[src/hdl/pvm_pkg.sv]
`default_nettype none
// ----------------------------------------------------------------------------
// PCM voice mixer package
// Opcodes, scaling constants and the control word of the shared scaler.
// ----------------------------------------------------------------------------
package pvm_pkg;

   localparam logic [3:0] OP_MIX       = 4'd0;
   localparam logic [3:0] OP_WRITE     = 4'd1;
   localparam logic [3:0] OP_LENGTH    = 4'd2;
   localparam logic [3:0] OP_ENABLE    = 4'd3;
   localparam logic [3:0] OP_PLAY      = 4'd4;
   localparam logic [3:0] OP_STOP      = 4'd5;
   localparam logic [3:0] OP_STOP_ALL  = 4'd6;
   localparam logic [3:0] OP_STRM_EN   = 4'd7;
   localparam logic [3:0] OP_STRM_PLAY = 4'd8;
   localparam logic [3:0] OP_STRM_STOP = 4'd9;
   localparam logic [3:0] OP_RESET     = 4'd10;

   localparam logic [7:0] GAIN_MAX   = 8'd200;
   localparam logic [7:0] GAIN_UNITY = 8'd100;
   localparam logic [6:0] NGAIN_MAX  = 7'd100;

   localparam int SAMPLE_MAX = 32767;
   localparam int SAMPLE_MIN = -32768;

   // x / 100 == (x * RECIP_M) >> RECIP_SHIFT for x < 2**23
   localparam int MAG_W       = 24;
   localparam int PROD_W      = 2 * MAG_W;
   localparam int RECIP_SHIFT = 30;
   localparam logic [MAG_W-1:0] RECIP_M = 24'd10737419;
   localparam int TERM_W      = PROD_W - RECIP_SHIFT;

   typedef struct packed {
      logic run;
      logic recip;
   } scale_ctl_type;

endpackage

`default_nettype wire

[src/hdl/pvm_scale.sv]
`default_nettype none
// ----------------------------------------------------------------------------
// PCM voice mixer scaler
// Shared multiplier: sample magnitude times percent gain, then times the
// reciprocal of 100. Gives the signed, zero-truncated term.
// ----------------------------------------------------------------------------
module pvm_scale (
   input  wire logic                           clock,
   input  wire pvm_pkg::scale_ctl_type         ctl,
   input  wire logic signed [15:0]             sample,
   input  wire logic [7:0]                     gain,
   output logic signed [pvm_pkg::TERM_W-1:0]   term
);
   import pvm_pkg::*;

   logic [PROD_W-1:0] prod_ff;
   logic              neg_ff;
   logic [16:0]       ext;
   logic [16:0]       mag;
   logic [MAG_W-1:0]  mul_x;
   logic [MAG_W-1:0]  mul_y;
   logic [TERM_W-1:0] quot;

   assign ext   = {sample[15], sample};
   assign mag   = sample[15] ? (~ext + 17'd1) : ext;
   assign mul_x = ctl.recip ? prod_ff[MAG_W-1:0] : MAG_W'(mag);
   assign mul_y = ctl.recip ? RECIP_M : MAG_W'(gain);
   assign quot  = prod_ff[PROD_W-1:RECIP_SHIFT];
   assign term  = neg_ff ? $signed(TERM_W'(0) - quot) : $signed(quot);

   always_ff @(posedge clock) begin
      if (ctl.run) begin
         prod_ff <= PROD_W'(mul_x) * PROD_W'(mul_y);
      end
      if (ctl.run && !ctl.recip) begin
         neg_ff <= sample[15];
      end
   end

endmodule

`default_nettype wire

[config.mk]
export PLATFORM = sky130hd
export DESIGN_NAME = pvm_scale
export DESIGN_NICKNAME = d
export VERILOG_FILES = /design/src/hdl/pvm_pkg.sv /design/src/hdl/pvm_scale.sv
export SDC_FILE = /design/constraint.sdc
export NUM_CORES = 1
export LEC_CHECK = 0
export ABC_AREA = 1
export BUFFER_PORTS_ARGS = -buffer_cell sky130_fd_sc_hd__buf_2
export CAP_MARGIN = 40
export CORE_UTILIZATION = 60
export DETAILED_ROUTE_END_ITERATION = 6
export GPL_TIMING_DRIVEN = 1
export MAX_ROUTING_LAYER = met4
export PLACE_DENSITY = 0.84
export SLEW_MARGIN = 20
export SYNTH_ARGS = -nofsm -noshare
export SYNTH_HDL_FRONTEND = slang
export SYNTH_SLANG_ARGS = --single-unit
[constraint.sdc]
create_clock -name clock -period 5.96 [get_ports clock]
set_input_delay 0.596 -clock clock [delete_from_list [all_inputs] [get_ports clock]]
set_output_delay 0.596 -clock clock [all_outputs]
set_load 0.01 [all_outputs]
### After elaboration in Yosys (flattened, before gate mapping)

Cells that the tools add are included.

* add/subtract/negate cells: 2
* $mul: 1
* mux-type cells: 4
* bitwise gates (word level): 1
* reductions and logical operators: 2

Operators with widths (number)
* $mul A24 B24 Y48: 1
* $mux W24: 2
* $mux W18: 1
* $sub A1 B18 Y18 const A: 1
* $add A17 B1 Y17 const B: 1
* $mux W17: 1
* $not A17 Y17: 1
* $logic_and A1 B1 Y1: 1
* $logic_not A1 Y1: 1

* flip-flop bits (word level): 49
* word-level logic and storage cells: 12

### Longest topological paths before layout

* depth after elaboration: 5
* depth in mapped cells: 37

### Least setup slack after synthesis

No wires, ideal clock.

* path type: input-to-reg
* start point: in sample[0]
* end point: reg prod_ff[35] (data pin)
* setup time: 252 ps
* data arrival time: 6248 ps
* path slack: -541 ps
* stages: 32
* buffers on the path: 0
* cell sequence: inv_2 > ha_1 > nand3_2 > nand2_4 > nand3_1 > nand2_1 > nand2_2 > nor2_1 > nand2_1 > fa_1 > fa_1 > fa_1 > inv_1 > fa_1 > inv_1 > fa_1 > inv_1 > fa_1 > inv_1 > fa_1 > inv_1 > ha_1 > nand2_1 > inv_1 > nand2_1 > inv_1 > a21oi_1 > nand2_1 > nand3b_1 > nand2_1 > nand2_1 > nand2_1

* cells in the longest elaborated chain, start to end: 5

Ends and longest elaborated chain
* start: declaration: line pvm_scale.sv:10 `input wire logic signed [15:0] sample,`
* $not A17 Y17: line pvm_scale.sv:25 `assign mag = sample[15] ? (~ext + 17'd1) : ext;`
* $add A17 B1 Y17: line pvm_scale.sv:25
* $mux W17 (*): line pvm_scale.sv:25
* $mux W24 (*): line pvm_scale.sv:26 `assign mul_x = ctl.recip ? prod_ff[MAG_W-1:0] : MAG_W'(mag);`
* $mul A24 B24 Y48 (*): line pvm_scale.sv:33 `prod_ff <= PROD_W'(mul_x) * PROD_W'(mul_y);`
* end signal: assignment: line pvm_scale.sv:33
* end: declaration: line pvm_scale.sv:16 `logic [PROD_W-1:0] prod_ff;`

Mark *: on every way between the ends. The rest lies on a longest branch, timed or not.
A chain may end at the register's enable or synchronous reset.

### Worst setup path after layout

* start point: in ctl[0] (netlist name)
* end point: reg prod_ff[42] (data pin)

* cells in the longest elaborated chain, start to end: 2

Ends and longest elaborated chain
* start: declaration: line pvm_scale.sv:9 `input wire pvm_pkg::scale_ctl_type ctl,`
* $mux W24, on equally long branches: line pvm_scale.sv:26, pvm_scale.sv:27
* $mul A24 B24 Y48 (*): line pvm_scale.sv:33

Marks and branches as above.

==> run_results.csv <==
group,metric,value,unit
floorplan,start_util,61.6,%
sta,hold_viol_final,0,
floorplan,ios,45,
grt,antenna_found_initial,0,
final_layout,area.growth.synth_to_final,26.7,%
sta,slew_violations,0,
setup_path,setup.worst_path.start,"ctl[0]",
cts,cts_tree,"built",
synth,synth.most_common_cell,"inv_1",
grt,grt_usage,39.4,%
synth,synth_cell_type_count,37,
setup_path,critical_path_required,6010,ps
synth,synthAdderAreaFrac,55.8,%
drt,ant_nets,0,
synth,ys_seq_elements,43,
cts,clkSinkCount,43,
setup_path,critPathKind,"in2reg",
place,hpwl,48000,um
synth,syn_area_per_cell,8.06,sq um
floorplan,die_height,175,um
drt,drc,0,
final_layout,postLayoutCellArea,22600,sq um
synth,yosysSeqAreaShare,7.22,%
sta,finClkSkew,4.83,ps
synth,synth_area_leaders,"fa_1, ha_1, inv_1",
cts,h-tree-depth,2,
synth,synth_cells,2217,
synth,synthTopCellsByCount,"inv_1, nand2_1, fa_1",
synth,synth_edf_count,43,
floorplan,core,29000,sq um
cts,numCtsBuffers,5,
hold_path,holdCritPathClass,"in2reg",
final_layout,drive_above_1_share,27.0,%
synth,synth_compound_area_share,1.60,%
status,violations,"negative setup slack",
grt,grt_start_max_net_pins,24,
synth,synthXorXnorAreaFrac,1.86,%
floorplan,die_width,175,um
sta,setup_viol,31,
final_layout,final_cells,3003,
setup_path,regToRegStartpoint,"prod_ff[18]$_DFFE_PP_",
floorplan,rows,62,
setup_path,critPathCaptureType,"flop",
setup_path,start_kind,"input port",
place,io_buffers,44,
place,placed_cell_area,21200,sq um
sta,period_share,113,%
synth,synth_ff_type,"edfxtp_1",
sta,finalCriticalPeriod,6710,ps
synth,synth-simple-area-share,18.6,%
drt,avgRoutedWirePerCell,18.9,um
final_layout,fillCellCount,1942,
grt,grt_pass1_wl,88800,um
cts,worstSkewPairLatency,300,ps
final_layout,n_antenna_cell,0,
floorplan,die_area,30500,sq um
sta,holdWs,785,ps
setup_path,worst_path_max_delay_cell,"fa_1",
synth,ys_warn_count,0,
synth,netlist_area,17900,sq um
sta,timing.final.ws_setup,-752,ps
cts,clockRootBuffer,"clkbuf_16",
setup_path,crit_fanout,10,
synth,synthMuxAreaShare,0,%
sta,max_freq,149,MHz
setup_path,max_stage_delay,550,ps
drt,viasPerCell,5.25,
cts,ctsHoldBuffers,0,
drt,drt_iter0_drc,1123,
place,routabilityCongestion,1.02,
sta,slew_headroom,57.4,%
hold_path,min_from,"sample[0]",
synth,synth_top_family_by_area,"adder cells",
cts,clkSlewWorstSetupHoldPaths,70,ps
cts,ctsLongestPathBuffers,2,
setup_path,crit_arrival,6770,ps
grt,grt_pass1_vias,17194,
drt,wl,56800,um
sta,rsz0062_at_grt,"yes",
synth,synthArstFlopShare,0,%
final_layout,final_nets,3238,
place,dp_cells,2962,
synth,yosys.area.top_type,"fa_1",
setup_path,crit_top_cell,"inv_1",
run,cap_viol_max_count,0,
drt,routed-via-count,15756,
status,status,"finished, violations left",
grt,grt_overflow_total,0,
drt,dr.pass1.iters,5,
sta,worst_pin_slew,638,ps
synth,synth_top_area_share,38.1,%
-- routing by layer --
metal	vias up	GRT usage (%)	share of wire, %
met4	0	21.2	7.0
met2	619	67.1	50
met5	-	-	0
met3	225	4.63	5.7
li1	7213	-	-
met1	7699	45.8	37
-- what timing repair did --
item | 4_1_cts | 5_1_grt
buffers inserted | 24 | 9
pin swaps | 86 | 61
endpoints found under the setup margin | 31 | 33
resized for setup | 190 | 112
-- worst max-delay path: cells and delay by family --
family                     cells  cell delay [ps]
buffers and inverters         13             1490
and+or+nand+nor                9             1030
adders and majority gates      8             3610
-- final timing paths --
| check | to | slack [ps] | cells after the start |
|---|---|---|---|
| setup / recovery | prod_ff[42]$_DFFE_PP_ | -750 | 30 |
| hold / removal | prod_ff[0]$_DFFE_PP_ | 790 | 4 |
| setup reg to reg | prod_ff[41]$_DFFE_PP_ | -390 | 24 |
| hold reg to reg | prod_ff[0]$_DFFE_PP_ | 1020 | 5 |
-- cells by family (layout without fill, tap and decap cells) --
logic type,after synthesis,count (layout)
other,2,40
buffers and inverters,705,1069
flip-flops,43,43
adder cells (fa/ha/maj),593,593
XOR/XNOR,38,38
AO/OA/AOI/OAI,53,53
AND/OR/NAND/NOR,783,783
-- registers in the layout (all words and copies together), names as in the netlist --
signal,flops
prod_ff,42
neg_ff,1
-- area by class of cell --
| class | count | area (sq um) | area share, % |
|---|---|---|---|
| Clock buffer | 6 | 129 | 0.569 |
| Clock inverter | 2 | 12.5 | 0.0553 |
| Inverter | 695 | 2650 | 11.7 |
| Multi-Input combinational cell | 1507 | 15200 | 67.3 |
| Sequential cell | 43 | 1290 | 5.70 |
| Tap cell | 384 | 480 | 2.12 |
| Timing Repair Buffer | 366 | 2850 | 12.6 |
-- through the flow --
stage                     worst slack, ps  utilization, %  setup TNS (ps)
after floorplan                      -322               -           -6000
after global placement              -1120            73.1          -27130
after detailed placement            -1210            73.2          -29750
after CTS                            -581            76.5          -13880
after global routing                 -906            78.1          -23880
final                                -752            78.1          -16680
-- cells in the final DEF, fill, tap and decap left out, drive strengths merged, types with 2 or more instances in the layout --
cell | synthesis | routed
clkbuf | 1 | 6
o21bai | 3 | 3
clkinvlp | 0 | 7
xnor2 | 9 | 9
nand4 | 17 | 17
nor3 | 10 | 10
nand3b | 4 | 4
conb | 2 | 40
o21ai | 8 | 8
edfxtp | 43 | 43
a21oi | 39 | 39
clkinv | 1 | 2
xor2 | 29 | 29
buf | 9 | 366
nor2 | 170 | 170
or2 | 3 | 3
nand3 | 69 | 69
fa | 340 | 340
inv | 694 | 688
nand2 | 507 | 507
ha | 253 | 253
Power is not shown: default switching activity piles up to over one toggle a cycle in this logic, so the estimate is an artifact.
